$ cat config.mk
export PLATFORM = sky130hd
export DESIGN_NAME = vce_cell
export DESIGN_NICKNAME = d
export VERILOG_FILES = /design/src/rtl/core/vce_pkg.sv /design/src/rtl/core/vce_cell.sv
export SDC_FILE = /design/constraint.sdc
export NUM_CORES = 1
export LEC_CHECK = 0
export BUFFER_PORTS_ARGS = -buffer_cell sky130_fd_sc_hd__buf_2
export CAP_MARGIN = 10
export CELL_PAD_IN_SITES_DETAIL_PLACEMENT = 1
export CELL_PAD_IN_SITES_GLOBAL_PLACEMENT = 2
export CORE_MARGIN = 5
export CORE_UTILIZATION = 32
export DETAILED_ROUTE_END_ITERATION = 10
export PLACE_DENSITY_LB_ADDON = 0.1
export SLEW_MARGIN = 15
export SYNTH_ARGS = -nofsm -noshare
export SYNTH_HDL_FRONTEND = slang
export SYNTH_SLANG_ARGS = --single-unit
$ cat constraint.sdc
create_clock -name clk_i -period 2.87 [get_ports clk_i]
set_clock_uncertainty 0.15 [all_clocks]
set_input_delay 0.574 -clock clk_i [delete_from_list [all_inputs] [get_ports clk_i]]
set_output_delay 0.574 -clock clk_i [all_outputs]
set_load 0.005 [all_outputs]
$ cat src/rtl/core/vce_pkg.sv
// shared types and constants of the value dictionary encoder
// request, response, cell chain and cell command structs
// no dependencies
`default_nettype none

package vce_pkg;

  localparam int unsigned DefaultEntries   = 16;
  localparam int unsigned DefaultWordBytes = 4;
  localparam int unsigned DefaultPeers     = 16;

  localparam int unsigned DataW     = 32;
  localparam int unsigned DestW     = 4;
  localparam int unsigned ValIdxW   = 8;
  localparam int unsigned CountW    = 8;
  localparam int unsigned EntryIdxW = 8;

  localparam logic [CountW-1:0] CountMax = 8'hFF;
  localparam logic [CountW-1:0] SatReset = 8'd16;

  typedef enum logic {
    REQ_LOOKUP  = 1'b0,
    REQ_INSTALL = 1'b1
  } req_type_e;

  typedef enum logic [1:0] {
    OP_NONE        = 2'd0,
    OP_BUMP        = 2'd1,
    OP_INSTALL_NEW = 2'd2,
    OP_MARK        = 2'd3
  } cell_op_e;

  typedef struct packed {
    req_type_e            req_type;
    logic [DataW-1:0]     value_word;
    logic [DestW-1:0]     dest;
    logic [ValIdxW-1:0]   code_idx;
  } req_t;

  typedef struct packed {
    logic                 hit;
    logic                 value_found;
    logic [ValIdxW-1:0]   hit_code;
  } rsp_t;

  typedef struct packed {
    logic                 tok;
    logic                 found;
    logic [EntryIdxW-1:0] match_idx;
    logic                 match_mark;
    logic [CountW-1:0]    match_cnt;
    logic                 inv_found;
    logic [EntryIdxW-1:0] inv_idx;
    logic [CountW-1:0]    min_cnt;
    logic [EntryIdxW-1:0] min_idx;
  } chain_t;

  typedef struct packed {
    cell_op_e             op;
    logic [EntryIdxW-1:0] target;
    logic                 halve;
    logic [CountW-1:0]    new_cnt;
    logic [DataW-1:0]     word;
    logic [DestW-1:0]     dest;
  } cmd_t;

endpackage

`default_nettype wire

$ cat src/rtl/core/vce_cell.sv
// one dictionary entry: word, use count and destination marks
// forwards the search token with running match, empty and minimum results
// depends on vce_pkg
`default_nettype none

module vce_cell #(
  parameter int unsigned CELL_IDX  = 0,
  parameter int unsigned WORD_W    = 32,
  parameter int unsigned NUM_PEERS = 16
) (
  input  logic            clk_i,
  input  logic            rst_ni,
  input  vce_pkg::chain_t chain_i,
  output vce_pkg::chain_t chain_o,
  input  vce_pkg::cmd_t   cmd_i
);
  import vce_pkg::*;

  localparam logic [EntryIdxW-1:0] MyIdx = EntryIdxW'(CELL_IDX);

  logic                 valid_q, valid_d;
  logic [WORD_W-1:0]    word_q, word_d;
  logic [CountW-1:0]    cnt_q, cnt_d;
  logic [NUM_PEERS-1:0] marks_q, marks_d;
  chain_t               chain_q, chain_d;

  logic                 match;
  logic                 target;
  logic [NUM_PEERS-1:0] mark_sh;
  logic [NUM_PEERS-1:0] dest_bit;

  assign match    = valid_q && (word_q == cmd_i.word[WORD_W-1:0]);
  assign target   = (cmd_i.target == MyIdx);
  assign mark_sh  = marks_q >> cmd_i.dest;
  assign dest_bit = NUM_PEERS'(1) << cmd_i.dest;

  always_comb begin
    chain_d = chain_i;
    if (!chain_i.found && match) begin
      chain_d.found      = 1'b1;
      chain_d.match_idx  = MyIdx;
      chain_d.match_mark = mark_sh[0];
      chain_d.match_cnt  = cnt_q;
    end
    if (!chain_i.inv_found && !valid_q) begin
      chain_d.inv_found = 1'b1;
      chain_d.inv_idx   = MyIdx;
    end
    if (cnt_q < chain_i.min_cnt) begin
      chain_d.min_cnt = cnt_q;
      chain_d.min_idx = MyIdx;
    end
  end

  always_comb begin
    valid_d = valid_q;
    word_d  = word_q;
    cnt_d   = cnt_q;
    marks_d = marks_q;
    unique case (cmd_i.op)
      OP_NONE: begin
      end
      OP_BUMP: begin
        if (target) begin
          cnt_d = cmd_i.new_cnt;
        end
        if (cmd_i.halve) begin
          cnt_d = cnt_d >> 1;
        end
      end
      OP_INSTALL_NEW: begin
        if (target) begin
          valid_d = 1'b1;
          word_d  = cmd_i.word[WORD_W-1:0];
          cnt_d   = 8'd1;
          marks_d = dest_bit;
        end
      end
      OP_MARK: begin
        if (target) begin
          marks_d = marks_q | dest_bit;
        end
      end
      default: begin
      end
    endcase
  end

  always_ff @(posedge clk_i or negedge rst_ni) begin
    if (!rst_ni) begin
      valid_q <= 1'b0;
      cnt_q   <= '0;
      marks_q <= '0;
      chain_q <= '0;
    end else begin
      valid_q <= valid_d;
      cnt_q   <= cnt_d;
      marks_q <= marks_d;
      chain_q <= chain_d;
    end
  end

  always_ff @(posedge clk_i) begin
    word_q <= word_d;
  end

  assign chain_o = chain_q;

`ifndef SYNTHESIS
  a_valid_sticks: assert property (@(posedge clk_i) disable iff (!rst_ni)
    valid_q |=> valid_q)
    else $error("entry valid bit dropped");

  a_install_sets: assert property (@(posedge clk_i) disable iff (!rst_ni)
    (cmd_i.op == OP_INSTALL_NEW) && target |=> valid_q && (cnt_q == 8'd1))
    else $error("install did not load entry");

  a_halve_other: assert property (@(posedge clk_i) disable iff (!rst_ni)
    (cmd_i.op == OP_BUMP) && cmd_i.halve && !target |=> cnt_q == ($past(cnt_q) >> 1))
    else $error("count not halved");

  a_token_moves: assert property (@(posedge clk_i) disable iff (!rst_ni)
    chain_i.tok |=> chain_o.tok)
    else $error("search token lost in cell");
`endif

endmodule

`default_nettype wire

; Word level (Yosys, flattened, before mapping)
; Index checks and enable logic that the tools add are counted.
[word_totals]
regBits = 101
latchBits = 0
ramBits = 0
mem_bits_ro = 0
inputBits = 101
out_inout_bits = 44
elab_cells = 48
mem_count = 0
[op_classes]
n_addsub = 0
n_mul = 0
div = 0
n_lt_le_gt_ge = 1
n_eq_ne = 7
shift = 2
n_mux = 10
bitwise = 1
n_reduce_logical = 13
[op_table]
columns = op, count
row1 = 16-bit two-way mux, 3
row2 = 32-bit == test, 1
row3 = 16-bit one-hot mux with 2 select lines, 1
row4 = 8-bit two-way mux, 3
row5 = 18-bit two-way mux, 1
row6 = 16-bit OR, 1
row7 = 8-bit one-hot mux with 2 select lines, 1
row8 = 1-bit by 4-bit << shifter with 16-bit output (first input constant), 1
row9 = 16-bit by 4-bit >> shifter with 1-bit output, 1
row10 = 9-bit two-way mux, 1
row11 = 8-bit zero test, 1
row12 = 8-bit less-than comparator, 1
row13 = 3-bit AND reduction, 2
row14 = 2-bit == test (second input constant), 2
row15 = 2-bit inequality test (second input constant), 2
row16 = 2-bit AND reduction, 2
row17 = 2-bit nonzero test, 2
row18 = 1-bit logical AND, 3
row19 = 1-bit zero test, 3
row20 = 3-bit inequality test (second input constant), 1
row21 = 2-bit by 1-bit == test with 1-bit output (second input constant), 1

; Longest topological paths before layout
; Gate-level depths: netlist of the first run.
[depth]
ltp_word = 4
ltp_mapped = 8
ltp_nobuf = 7

; Worst setup path after synthesis of the first run
; No wires, ideal clock.
[synth_timing]
path_kind = input -> register
startpoint = input port cmd_i[46] (netlist bit)
endpoint = register cnt_q[1]
setup_time_ns = 0.118
t_arrival_ns = 2.721
required_ns = 2.602
path_slack_ns = -0.120
stages = 8
path_buffers = 1
path_cell_list = nor4_1 and2_1 nand2_1 or2_2 buf_2 inv_1 nor2_1 a21o_1
[synth_via]
elab_chain_cells = 4
word_cells_on_any_way = 6
classes_between = 1 x eq/ne / 3 x mux / 2 x reduce/logical
[synth_rtl]
columns = item, line
row1 = start: declaration, vce_cell.sv:15  ; input vce_pkg::cmd_t cmd_i
row2 = 8-bit zero test (*), vce_cell.sv:33  ; assign target = (cmd_i.target == MyIdx);
row3 = 8-bit two-way mux, vce_cell.sv:64  ; if (target) begin
row4 = 8-bit two-way mux, vce_cell.sv:67  ; if (cmd_i.halve) begin
row5 = 8-bit one-hot mux with 2 select lines, vce_cell.sv:60  ; unique case (cmd_i.op)
row6 = end signal: assignment, vce_cell.sv:97  ; cnt_q <= cnt_d;
row7 = end: declaration, vce_cell.sv:23  ; logic [CountW-1:0] cnt_q, cnt_d;
; Mark *: on every way between the ends. The rest lies on a longest branch, timed or not. The select of a mux whose other input is x is not followed.
; A chain may end at the register's enable or synchronous reset.

==> results of run 1 <==
==> cell families (layout without fill, tap and decap cells) <==
group | after synthesis | in the layout | share of synthesized area, %
AO/OA/AOI/OAI | 47 | 47 | 8.63
XOR/XNOR | 21 | 21 | 4.30
flip-flops | 101 | 101 | 62.8
buffers and inverters | 28 | 182 | 2.69
adder cells (fa/ha/maj) | 7 | 7 | 2.05
AND/OR/NAND/NOR | 98 | 98 | 12.4
multiplexers | 22 | 22 | 7.11
==> Yosys cell counts, types with 4 or more instances <==
library cell  number  area share [%]
dfrtp_1           69              40
edfxtp_1          32              22
nor2b_1           27             3.9
nand2_1           23             2.0
xnor2_1           19             3.9
inv_1             17             1.5
mux2_2            15             3.9
nor2_1            11            0.97
a21oi_1            9             1.1
a22o_1             9             1.8
and2_1             9             1.3
ha_1               7             2.0
nand2b_1           7             1.0
a21o_1             6             1.1
a32o_1             6             1.4
clkbuf_1           6            0.53
nand4_1            6            0.88
mux4_2             5             2.6
nor4_1             5            0.73
o2bb2ai_1          4            0.82
==> worst max-delay path, stage by stage, from the launching register on <==
cell     delay [ps]
dfrtp_1         440
ha_1            300
a21o_1          100
a21o_1          120
a21oi_1          60
o21ai_1         830
mux2_2          420
==> cell type report <==
| cell class | instances | area, µm² | area share, % |
|---|---|---|---|
| Sequential cell | 101 | 2690 | 48.8 |
| Multi-Input combinational cell | 195 | 1470 | 26.7 |
| Timing Repair Buffer | 149 | 786 | 14.3 |
| Clock buffer | 12 | 250 | 4.54 |
| Tap cell | 176 | 220 | 4.00 |
| Inverter | 17 | 67.6 | 1.23 |
| Clock inverter | 4 | 25.0 | 0.454 |
==> stage by stage <==
step	worst slack, ps	total power [mW]	cell area (µm²)	hold WS (ps)
2_1_floorplan	256	1.87	4280	128
3_3_place_gp	68.5	2.10	5240	315
3_5_place_dp	34.0	2.11	5240	315
4_1_cts	284	3.27	5510	163
5_1_grt	175	3.39	5510	156
6_report	321	3.21	5510	180
==> where the power goes <==
group          leakage (nW)  internal, mW  switching [mW]
Clock                 0.132         0.619           0.521
Combinational          1.24         0.228           0.201
Sequential             1.16          1.58          0.0578
==> routing by layer <==
layer	vias to the layer above	GRT usage, %	part of all wire (%)
met2	73	23.5	49
met4	0	3.76	1.2
met3	11	5.07	6.4
li1	1444	-	-
met1	1463	17.5	43
met5	-	0	0
==> path summary, 6_finish.rpt <==
| path | to | cells past startpoint |
|---|---|---|
| min in group asynchronous | chain_o[9]$_DFF_PN0_ | 1 |
| worst max register to register | chain_o[15]$_DFF_PN0_ | 6 |
| worst min register to register | marks_q[7]$_DFFE_PN0P_ | 2 |
| worst min-delay path | chain_o[43]$_DFF_PN0_ | 1 |
| max in group asynchronous | chain_o[18]$_DFF_PN0_ | 1 |
| worst max-delay path | chain_o[15]$_DFF_PN0_ | 6 |
==> flip-flops by register name, indices dropped and copies added (netlist names) <==
name and cells:
chain_o 44, valid_q 1, word_q 32, cnt_q 8, marks_q 16
==> flow_summary.yaml, run 1 <==
outcome:
  status: "finished, final reports clean"
final_layout:
  final_common_cell: "buf_2"
  diodes: 0
  area_growth_pct: 28.8
  layout-drive-gt1-share_pct: 39.1
  fill_cells: 1446
  layout.cells.non_filler: 654
  nets: 581
  final_cell_mix: "143 x buf_2, 69 x dfrtp_1, 32 x edfxtp_1"
  final_core_util_pct: 41.8
synthesis:
  synth_warnings: 0
  avgSynthCellArea_um2: 13.2
  yosysSeqAreaShare_pct: 62.8
  ys_ff_latch: 101
  netlist_area_um2: 4280
  synthArstFlopShare_pct: 68.3
  syn-num-nets: 432
  ys_types: 39
  postSynthCellCount: 324
  synth_ff_type: "dfrtp_1"
  synth_edf_count: 32
placement:
  port_buffers: 144
  placed_cells: 638
  hpwl_um: 8180
  gp_congestion: 0.706
clock_network:
  clockBufferDepth: 2
  ctsRootBufferMaster: "clkbuf_16"
  clk-insertion-delay-late_ps: 350
  clkTransAtPathRegs_ps: 70
  tritoncts: "done"
  cts_hold_buf: 0
  htreeDepth: 3
  cts-resized-gates: 0
  cts_post_setup_buffers_inserted: 0
  cts_num_sinks: 101
  cts-buffers-inserted: 9
power_and_ir_drop:
  power_density_nw_per_um2: 582
  ir_worst_vdd_mv: 0.277
  static-leakage-power_nw: 2.53
timing:
  clock.fmax_mhz: 392
  finalHoldViolCount: 0
  layout_min_cycle_time_ps: 2550
  worst_pin_slew_ps: 1090
  rsz0062_at_grt: "false"
  slew_headroom_pct: 26.8
  finalSetupViolCount: 0
  fin_setup_tns_ps: 0
  final_max_slew_viol_count: 0
  period_share_pct: 88.8
floorplanning:
  die_h_um: 126
  rows: 42
  start_util_pct: 32.4
  fp.dieArea_um2: 15800
  ioPinCount: 145
  core_area_um2: 13200
  fp.dieW_um: 126
min_path:
  holdCritStartpoint: "chain_i[43]"
  hold_path_class: "in2reg"
grt:
  antenna_found_initial: 0
  grt_max_degree: 70
  grt_pass1_wl_um: 17500
  grtUsageTotal_pct: 14.2
  grt_pass1_vias: 3282
  grt_overflow: 0
worst_setup_path:
  worstSetupStartpointType: "flop"
  critPathLaunch: "cnt_q[1]$_DFFE_PN0P_"
  worst-path-max-fanout: 16
  reg2reg_slack_ps: 320
  arrival_ps: 2630
  worstPathRequired_ps: 2950
  endpoint_kind: "flop"
  crit_type: "reg2reg"
  r2r-start: "cnt_q[1]$_DFFE_PN0P_"
route:
  vias: 2991
  avgRoutedWirePerCell_um: 16.5
  ant_nets: 0
  drcViolationCount: 0
  dr.pass1.iters: 4
  drt_wl_total_um: 10800
  first_iter_violations: 154
  viasPerCell: 4.57
run:
  drv_cap: 0
Power figures use the tool's default switching activity.
==> run 2: changes to the inputs <==
CORE_UTILIZATION = 33   (was 32)
CTS_BUF_LIST = sky130_fd_sc_hd__clkbuf_8   (was not set)
PLACE_DENSITY = 0.88   (was not set)
PLACE_DENSITY_LB_ADDON = not set   (was 0.1)
SKIP_CTS_REPAIR_TIMING = 1   (was not set)
==> flow_summary.yaml, run 2 (synthesis gave the netlist of run 1 again) <==
timing:
  final_max_slew_viol_count: 0
  period_share_pct: 87.7
  clock.fmax_mhz: 397
  finalSetupViolCount: 0
  fin_setup_tns_ps: 0
  rsz0062_at_grt: "false"
  worst_pin_slew_ps: 1070
  slew_headroom_pct: 27.9
  finalHoldViolCount: 0
  worst_slack_ps: 354
  hold_ws_ps: 150
  layout_min_cycle_time_ps: 2520
route:
  vias: 3069
  drcViolationCount: 0
  dr.pass1.iters: 4
  ant_nets: 0
  viasPerCell: 4.71
  first_iter_violations: 143
  drt_wl_total_um: 11100
  avgRoutedWirePerCell_um: 17.0
final_layout:
  multiInputGateArea_um2: 1470
  layout-drive-gt1-share_pct: 39.1
  largest_register_ffs: 44
  area_growth_pct: 27.6
  final_common_cell: "buf_2"
  fill_cells: 1427
  nets: 581
  final_cell_mix: "143 x buf_2, 69 x dfrtp_1, 32 x edfxtp_1"
  seqCellArea_um2: 2690
grt:
  grt.met1_usage_pct: 17.8
  grt_pass1_wl_um: 17400
  grtUsageMet3_pct: 5.59
  grt_overflow: 0
  grtUsageTotal_pct: 15.0
  antenna_found_initial: 0
  gr-max-usage-layer: "met2"
  grt_pass1_vias: 3436
  use_met2_pct: 25.5
  grt_max_degree: 70
clock_network:
  clkTransAtPathRegs_ps: 100
  htreeDepth: 3
  cts_num_sinks: 101
  ctsRootBufferMaster: "clkbuf_8"
  clk-insertion-delay-late_ps: 380
  cts-buffers-inserted: 9
  clockBufferDepth: 2
  tritoncts: "done"
worst_setup_path:
  arrival_ps: 2630
  crit_family: "compound AO/OA/AOI/OAI gates"
  endpoint_kind: "flop"
  worst-path-max-fanout: 16
  r2r_end: "chain_o[10]$_DFF_PN0_"
  r2r_cells: 6
  path_buf_inv: 0
  crit_type: "reg2reg"
  cpPeakStageDelay_ps: 830
  cp_common_cell: "a21o_1"
  r2r-start: "cnt_q[1]$_DFFE_PN0P_"
  crit_chain: "ha_1 > a21o_1 > a21o_1 > a21oi_1 > o21ai_1 > mux2_2"
  cp_slowest_cell: "o21ai_1"
  worstPathRequired_ps: 2990
  reg2reg_slack_ps: 350
  worstSetupStartpointType: "flop"
floorplanning:
  start_util_pct: 33.8
  ioPinCount: 145
  fp.dieW_um: 124
  die_h_um: 124
  core_area_um2: 12700
  rows: 41
  fp.dieArea_um2: 15300
outcome:
  status: "finished, final reports clean"
placement:
  hpwl_um: 8490
  gp_congestion: 0.756
  pre_cts_ws_ps: 52.7
  port_buffers: 144
run:
  drv_cap: 0
power_and_ir_drop:
  power_density_nw_per_um2: 564
  ir_worst_vdd_mv: 0.267
  static-leakage-power_nw: 2.51
min_path:
  hold_path_class: "in2async"
run 2: cell types whose count changed in the layout (fill, tap and decap cells not counted):
cell and change:
clkbuf_16 -9, clkbuf_8 +8, bufinv_16 +2, clkinv_2 -2, clkinv_4 +2, clkbuf_1 -1, clkbuf_4 -1, clkinvlp_4 -1
diode_2 +1, inv_1 +1, inv_8 +1
run 2: report_power, final:
group,switching [mW],internal [mW],total [mW],leakage [nW]
Clock,0.509,0.497,1.01,0.113
Combinational,0.206,0.228,0.434,1.24
Sequential,0.0585,1.58,1.64,1.16
Total,0.773,2.31,3.08,2.51
run 2: final cells by class:
type / instances / share of cell area, %
Sequential cell: 101 / 49.3
Multi-Input combinational cell: 195 / 27.0
Timing Repair Buffer: 149 / 14.4
Tap cell: 172 / 3.94
Clock buffer: 9 / 2.27
Clock inverter: 7 / 1.83
Inverter: 17 / 1.24
Antenna cell: 1 / 0.0459
run 2: worst reg2reg max path: cells and delay by family (launching register included):
kind | cells | cell delay [ps]
flops | 1 | 450
fa+ha+maj | 1 | 300
compound gates | 4 | 1090
mux | 1 | 420
run 2: worst max-delay path by stage:
stage | startpoint | cells past startpoint | endpoint
floorplan | cmd_i[46] | 8 | cnt_q[1]$_DFFE_PN0P_
global placement | chain_i[9] | 8 | chain_o[14]$_DFF_PN0_
finish | cnt_q[1]$_DFFE_PN0P_ | 6 | chain_o[10]$_DFF_PN0_
detailed placement | chain_i[9] | 8 | chain_o[14]$_DFF_PN0_
global route | cnt_q[1]$_DFFE_PN0P_ | 6 | chain_o[10]$_DFF_PN0_
CTS | cnt_q[1]$_DFFE_PN0P_ | 6 | chain_o[10]$_DFF_PN0_
run 2: per-stage QoR:
| stage | instances | total power, mW | utilization, % | area [µm²] |
|---|---|---|---|---|
| after CTS | 650 | 3.15 | 43.0 | 5450 |
| after global routing | 650 | 3.26 | 43.0 | 5450 |
| final | 651 | 3.08 | 43.1 | 5460 |
| after detailed placement | 634 | 2.12 | 41.3 | 5230 |
| after global placement | 634 | 2.09 | 41.3 | 5230 |
| after floorplan | 324 | 1.87 | - | 4280 |
run 2: metal layers:
| layer | share of wire [%] | wire length [µm] |
|---|---|---|
| met4 | 0.97 | 107 |
| met3 | 6.8 | 754 |
| met1 | 41 | 4550 |
| met5 | 0 | 0 |
| met2 | 51 | 5670 |
==> run 3: changes to the inputs <==
RECOVER_POWER = 100   (was not set)
==> flow_summary.yaml, run 3 (synthesis gave the netlist of run 1 again) <==
floorplanning:
  start_util_pct: 33.8
  rows: 41
  fp.dieArea_um2: 15300
  fp.dieW_um: 124
  core_area_um2: 12700
  die_h_um: 124
  ioPinCount: 145
clock_network:
  clk-insertion-delay-late_ps: 380
  htreeDepth: 3
  tritoncts: "done"
  ctsRootBufferMaster: "clkbuf_8"
  cts-buffers-inserted: 9
  clockBufferDepth: 2
  cts_num_sinks: 101
  clkTransAtPathRegs_ps: 90
grt:
  grt_overflow: 0
  grtUsageTotal_pct: 15.0
  grt_pass1_vias: 3436
  antenna_found_initial: 0
  grt_pass1_wl_um: 17400
  grt_max_degree: 70
placement:
  gp_congestion: 0.756
  hpwl_um: 8490
  placed_area_um2: 5230
  port_buffers: 144
timing:
  final_max_slew_viol_count: 70
  slew_headroom_pct: -16.9
  worst_pin_slew_ps: 1750
  period_share_pct: 88.1
  layout_min_cycle_time_ps: 2530
  clock.fmax_mhz: 395
  finalSetupViolCount: 0
  rsz0062_at_grt: "false"
  fin_setup_tns_ps: 0
  finalHoldViolCount: 0
min_path:
  hold_path_class: "in2reg"
outcome:
  status: "finished with violations"
  violations: "capacitance limit, slew limit"
worst_setup_path:
  endpoint_kind: "flop"
  arrival_ps: 2640
  crit_type: "reg2reg"
  worstPathRequired_ps: 2990
  worst-path-max-fanout: 16
  worstSetupStartpointType: "flop"
power_and_ir_drop:
  ir_worst_vdd_mv: 0.266
  static-leakage-power_nw: 2.32
  power_density_nw_per_um2: 571
route:
  drt_wl_total_um: 11000
  ant_nets: 0
  vias: 3076
  avgRoutedWirePerCell_um: 16.9
  viasPerCell: 4.73
  drcViolationCount: 0
  first_iter_violations: 127
  dr.pass1.iters: 4
final_layout:
  final_cell_mix: "81 x buf_2, 69 x dfrtp_1, 63 x clkbuf_1"
  nets: 581
  final_design_area_no_fill_um2: 5360
  largest_register_ffs: 44
  area_growth_pct: 25.4
  fill_cells: 1459
  layout-drive-gt1-share_pct: 25.7
  final_common_cell: "buf_2"
run:
  drv_cap: 1
## run 3: cell count changes in the layout (fill, tap and decap cells not counted)
cell / before / now
clkbuf_2: 0 / 1
clkinvlp_2: 0 / 1
nor2_1: 11 / 12
clkinvlp_4: 2 / 1
and2_1: 9 / 2
buf_4: 4 / 2
and2_0: 0 / 7
nor2_4: 1 / 0
buf_2: 143 / 81
clkbuf_1: 0 / 63
## run 3: path summary, 6_finish.rpt
check | startpoint | end | slack, ps | depth (start not counted)
setup / recovery | cnt_q[1]$_DFFE_PN0P_ | chain_o[10]$_DFF_PN0_ | 340 | 6
hold reg to reg | marks_q[7]$_DFFE_PN0P_ | marks_q[7]$_DFFE_PN0P_ | 350 | 2
max in group asynchronous | rst_ni | chain_o[24]$_DFF_PN0_ | 1020 | 1
setup reg to reg | cnt_q[1]$_DFFE_PN0P_ | chain_o[10]$_DFF_PN0_ | 340 | 6
min in group asynchronous | rst_ni | chain_o[9]$_DFF_PN0_ | 490 | 1
hold / removal | chain_i[43] | chain_o[43]$_DFF_PN0_ | 150 | 1
## run 3: cell type report
| cell class | count | area [µm²] | share of cell area, % |
|---|---|---|---|
| Antenna cell | 1 | 2.50 | 0.0467 |
| Inverter | 17 | 65.1 | 1.21 |
| Sequential cell | 101 | 2690 | 50.1 |
| Multi-Input combinational cell | 195 | 1470 | 27.3 |
| Timing Repair Buffer | 149 | 702 | 13.1 |
| Clock buffer | 9 | 124 | 2.31 |
| Clock inverter | 7 | 100 | 1.87 |
| Tap cell | 172 | 215 | 4.01 |
## run 3: per-stage QoR
stage               hold slack, ps  cells  util, %  setup slack (ps)  power [mW]
finish                         150    651     42.3               341        3.06
detailed placement             325    634     41.3              52.7        2.12
global placement               310    634     41.3               187        2.09
global route                   107    650     42.3               127        3.24
floorplan                      128    324        -               256        1.87
CTS                            113    650     43.0               295        3.15
## run 3: where the power goes
part	switching [mW]	internal (mW)
Sequential	0.0591	1.58
Combinational	0.205	0.211
Clock	0.508	0.497
Total	0.773	2.29
## run 3: metal layers
layer	vias up	share of wire, %	GRT usage [%]
met5	-	0	0
li1	1457	-	-
met3	8	6.8	5.59
met4	0	0.97	3.74
met2	87	51	25.5
met1	1524	41	17.8
## run 3: worst max-delay path, cell delays in order, from the launching register on
cell	delay [ps]
dfrtp_1	450
ha_1	300
a21o_1	100
a21o_1	100
a21oi_1	60
o21ai_1	840
mux2_2	420
